[src/hw/rtl/ffh_pkg.sv]
// ----------------------------------------------------------------------------
// ffh_pkg
// Shared widths and the sideband record of the face flux pipeline.
// ----------------------------------------------------------------------------
package ffh_pkg;
  localparam int QF       = 16;
  localparam int CW       = 31;
  localparam int EW       = 32;
  localparam int TW       = 32;
  localparam int SUMW     = TW + 1;
  localparam int PW       = 2 * TW;
  localparam int MW       = TW + 1;
  localparam int DMW      = EW + 1;
  localparam int FMW      = CW + DMW - QF;
  localparam logic [CW-1:0] COND_MAX = {CW{1'b1}};

  typedef struct packed {
    logic           interior;
    logic [CW-1:0]  fw;
    logic [CW-1:0]  gap;
    logic           neg;
    logic [DMW-1:0] dmag;
  } side_t;

  localparam int SIDEW = $bits(side_t);
endpackage

[src/hw/rtl/ffh_back.sv]
// ----------------------------------------------------------------------------
// ffh_back
// Conductance select, flux product, saturation and the output register.
// ----------------------------------------------------------------------------
module ffh_back
  import ffh_pkg::*;
(
  input  logic                 clk,
  input  logic                 rst_n,
  input  logic                 adv,
  input  logic                 in_vld,
  input  logic                 in_sat,
  input  logic [CW-1:0]        in_quo,
  input  side_t                in_side,
  output logic                 out_vld,
  output logic [CW-1:0]        out_cond,
  output logic signed [EW-1:0] out_flux
);
  logic            c_vld_r, f_vld_r, o_vld_r;
  logic [CW-1:0]   c_r, cf_r, co_r;
  side_t           c_side_r;
  logic            f_int_r, f_neg_r;
  logic [FMW-1:0]  fmag_r;
  logic [CW+DMW-1:0] prod;
  logic [EW:0]     mag;
  logic [EW:0]     negmag;
  logic [EW-1:0]   flux_nxt, flux_r;

  assign prod = c_r * c_side_r.dmag;

  always_comb begin
    if (f_neg_r) begin
      mag = (fmag_r > FMW'({1'b1, {(EW-1){1'b0}}})) ? {2'b01, {(EW-1){1'b0}}}
                                                    : fmag_r[EW:0];
    end else begin
      mag = (fmag_r > FMW'(COND_MAX)) ? {2'b00, COND_MAX} : fmag_r[EW:0];
    end
    negmag   = -mag;
    flux_nxt = f_neg_r ? negmag[EW-1:0] : mag[EW-1:0];
  end

  always_ff @(posedge clk) begin
    if (!rst_n) begin
      c_vld_r <= 1'b0;
      f_vld_r <= 1'b0;
      o_vld_r <= 1'b0;
    end else if (adv) begin
      c_vld_r <= in_vld;
      f_vld_r <= c_vld_r;
      o_vld_r <= f_vld_r;
    end
  end

  always_ff @(posedge clk) begin
    if (adv) begin
      c_r      <= in_sat ? COND_MAX : in_quo;
      c_side_r <= in_side;
      fmag_r   <= prod[CW+DMW-1:QF];
      cf_r     <= c_r;
      f_int_r  <= c_side_r.interior;
      f_neg_r  <= c_side_r.neg;
      co_r     <= f_int_r ? cf_r : '0;
      flux_r   <= f_int_r ? flux_nxt : '0;
    end
  end

  assign out_vld  = o_vld_r;
  assign out_cond = co_r;
  assign out_flux = flux_r;
endmodule

[config.mk]
export PLATFORM = sky130hd
export DESIGN_NAME = ffh_back
export DESIGN_NICKNAME = d
export VERILOG_FILES = /design/src/hw/rtl/ffh_pkg.sv /design/src/hw/rtl/ffh_back.sv
export SDC_FILE = /design/constraint.sdc
export NUM_CORES = 2
export LEC_CHECK = 0
export BUFFER_PORTS_ARGS = -buffer_cell sky130_fd_sc_hd__buf_2
export CAP_MARGIN = 20
export CORE_ASPECT_RATIO = 0.75
export CORE_MARGIN = 2
export CORE_UTILIZATION = 60
export DETAILED_ROUTE_END_ITERATION = 10
export PLACE_DENSITY_LB_ADDON = 0.12
export SYNTH_ARGS = -nofsm -noshare
export SYNTH_HDL_FRONTEND = slang
export SYNTH_SLANG_ARGS = --single-unit
[constraint.sdc]
create_clock -name clk -period 18.2 [get_ports clk]
set_clock_uncertainty 0.2 [all_clocks]
set_input_delay 3.64 -clock clk [delete_from_list [all_inputs] [get_ports clk]]
set_output_delay 3.64 -clock clk [all_outputs]
set_load 0.05 [all_outputs]
Word level (Yosys, flattened, before mapping):

Index checks and enable logic that the tools add are counted.

* multipliers: 1
* magnitude comparators: 2
* multiplexer cells: 4
* $add $sub $neg: 1

Operators with widths (number)
* $mux W32: 4
* $mul A31 B33 Y64: 1
* $gt A48 B31 Y1 const B: 1
* $gt A48 B32 Y1 const B: 1
* $neg A32 Y32: 1

* bits of input ports: 133
* flip-flop bits (word level): 213
* output and inout bits: 64
* logic and storage cells: 21

Depth between registers and ports, before layout:

* depth in word-level cells: 5
* gate-level depth with buffers: 29
* depth with buffers taken out: 27

Least setup slack after synthesis:

No wires, ideal clock.

* path type: flip-flop to flip-flop
* start: register c_r[7]
* end: register fmag_r[42] (data pin)
* setup time: 0.263 ns
* cell stages (with the launch flop): 24
* setup slack: 10.577 ns
* path buffers: 1
* required time: 17.737 ns
* data arrival time: 7.160 ns
* period minus slack after synthesis: 7.623 ns
* cells stage by stage: edfxtp_1 clkbuf_1 nand2_1 fa_1 inv_1 fa_1 inv_1 fa_1 inv_1 fa_1 fa_1 fa_1 fa_1 fa_1 ha_1 a21oi_1 o21ai_0 a221o_1 a22o_1 a211oi_1 nor4_1 or4_1 a41oi_1 xnor2_1

* longest elaborated chain between the ends: 1

RTL lines
* from (decl): line ffh_back.sv:20 `logic [CW-1:0] c_r, cf_r, co_r;`
* from (signal assigned): line ffh_back.sv:56 `c_r <= in_sat ? COND_MAX : in_quo;`
* $mul A31 B33 Y64: line ffh_back.sv:29 `assign prod = c_r * c_side_r.dmag;`
* net prod[58]: line ffh_back.sv:24 `logic [CW+DMW-1:0] prod;`
* to (signal assigned): line ffh_back.sv:58 `fmag_r <= prod[CW+DMW-1:QF];`
* to (decl): line ffh_back.sv:23 `logic [FMW-1:0] fmag_r;`

The timed path passes the listed nets, and every way through them passes these cells.
A chain may end at the register's enable or synchronous reset.

Worst setup path in the final report:

* start: register c_r[23]
* end: register fmag_r[42] (data pin)

The elaborated chain is that of the path after synthesis.

==> impl_metrics.toml <==
[cells_and_area]
nets = 5451
drive_above_1_share = 0.0672
syn_to_final_growth_pct = 5.24
nFillCells = 5578

[worst_setup_path]
cp_num_buf_inv = 6
worstPathArrival_ns = 8.88
cpPeakStageDelay_ns = 0.61
worst_setup_path_end_kind = "register"
crit_path_top_delay_cell = "fa_1"
path_class = "reg -> reg"
cp-start-kind = "register"
crit_fanout = 34
crit_family = "adder cells"
required_ns = 18.29
critical_path.most_common_cell = "fa_1"

[clock_network]
clockBufferDepth = 3
ctsHoldBuffers = 0
h-tree-depth = 1
clock_latency_ns = 0.60
post_cts_resize_count = 0
cts_made_buffers = 24
cts_tree = "done"
cts_setup_buffers = 0
cts_sinks = 213
clk_pin_slew_ns = 0.06
ctsRootBufferMaster = "clkbuf_16"

[sta]
worst_slew_pin_slew_ns = 0.942
finalCriticalPeriod_ns = 8.78
setup_viol = 0
final_max_slew_viol_count = 0
period_share = 0.483
fin_tns_setup_ns = 0
fmax_mhz = 114
hold_viol = 0
rsz0062_at_grt = "no"
slew_headroom = 0.372

[floorplan]
row_count = 82
die_y_um = 230
die_area_um2 = 70000
coreArea_um2 = 67000
io_pins = 197
die_width_um = 305
initial_core_util = 0.608

[logic_synthesis]
postSynthAreaPerCell_um2 = 9.75
synth_top_cell_by_area = "fa_1"
ys_types = 71
netlist_instances = 4178
synth_area_um2 = 40700
synth_common_cells = "fa_1, inv_1, nand2_1"
synth-main-ff-cell = "edfxtp_1"
yosys_warnings = 0
synth.most_common_cell = "fa_1"
synth_seq_cells = 213
synthArstFlopShare = 0
syn_nets = 5460
synth.area.top_cells = "fa_1, edfxtp_1, inv_1"
yosysSeqAreaShare = 0.156
yosysTopAreaCellShare = 0.440
synth_edf_count = 210

[placed_design]
gp_congestion = 0.936
dp_hpwl_um = 79400
port-buffer-count = 134

[drt]
vias = 29000
first_pass_iters = 6
wirelength_um = 110000
wl_per_cell_um = 21.8
drc_errors = 0
avgViaCountPerCell = 5.72
drtIter0Drc = 2348
drt.antenna.violating_nets = 0

[global_routing]
grt_pass1_wl_um = 175000
grt_pass1_vias = 30300
grt_max_degree = 87
antenna_found_initial = 4
track_usage = 0.329
overflow = 0

[run_status]
status = "finished, final reports clean"

[run]
cap_violations = 0

[worst_hold_path]
hold_path.class = "reg -> reg"
==> layer usage <==
metal / vias up / share of wire / global-route usage
met5: - / 0.00046 / 0
met4: 6 / 0.022 / 0.0675
met3: 156 / 0.13 / 0.112
met2: 1558 / 0.42 / 0.477
met1: 14800 / 0.42 / 0.482
li1: 12500 / - / -
==> path summary, 6_finish.rpt <==
path                          start                    to  slack [ns]  depth (start not counted)
min reg2reg  c_side_r[96]$_DFFE_PP_     f_int_r$_DFFE_PP_        0.22                          0
max           c_r[23]$_SDFFCE_PP1P_  fmag_r[42]$_DFFE_PP_        9.42                         25
min          c_side_r[96]$_DFFE_PP_     f_int_r$_DFFE_PP_        0.22                          0
max reg2reg   c_r[23]$_SDFFCE_PP1P_  fmag_r[42]$_DFFE_PP_        9.42                         25
==> stage by stage <==
step           worst slack, ns  cell area, um^2  hold WS, ns  cells   util
5_1_grt                   9.16            42800        0.230   5066  0.640
3_5_place_dp              9.63            42100        0.205   5025  0.629
6_report                  9.42            42900        0.219   5068  0.640
2_1_floorplan            10.58            40700        0.200   4178      -
4_1_cts                   9.55            42800        0.219   5066  0.640
3_3_place_gp              9.62            42100        0.201   5025  0.629
==> flip-flops by register name (all words and copies together), names as in the netlist <==
| name | cells |
|---|---|
| f_neg_r | 1 |
| c_vld_r | 1 |
| out_vld | 1 |
| out_cond | 31 |
| fmag_r | 48 |
| f_int_r | 1 |
| c_r | 31 |
| cf_r | 31 |
| c_side_r | 35 |
| out_flux | 32 |
| f_vld_r | 1 |
==> area by class of cell <==
cell class | count | area (um^2) | share of cell area
repair buffers | 203 | 1200 | 0.0280
diodes | 2 | 5.00 | 0.000117
flip-flops and latches | 213 | 6370 | 0.149
clock inverters | 11 | 113 | 0.00263
well taps | 882 | 1100 | 0.0258
clock buffers | 30 | 623 | 0.0145
multi-input cells | 2859 | 30200 | 0.704
inverters | 868 | 3260 | 0.0760
==> cells by family (layout without fill, tap and decap cells) <==
kind of cell | Yosys count | in the layout | share of synthesized area
buf+inv | 1106 | 1112 | 0.102
other cells | 0 | 2 | 0
compound gates | 285 | 285 | 0.0457
fa+ha+maj | 1149 | 1149 | 0.518
xor+xnor | 51 | 51 | 0.0110
mux | 5 | 5 | 0.00126
simple gates | 1369 | 1369 | 0.166
flops | 213 | 213 | 0.156
==> cells in the final DEF, fill, tap and decap left out, drive strengths merged, types with 24 or more instances in the layout <==
master / n
clkbuf: 30
buf: 203
xnor2: 36
a21o: 28
or2: 36
fa: 894
ha: 255
o21ai: 49
inv: 873
nor3: 24
a21oi: 94
and2: 471
nor2: 64
edfxtp: 210
nand3: 27
nand2: 659
Power is not shown: default switching activity piles up to over one toggle a cycle in this logic, so the estimate is an artifact.
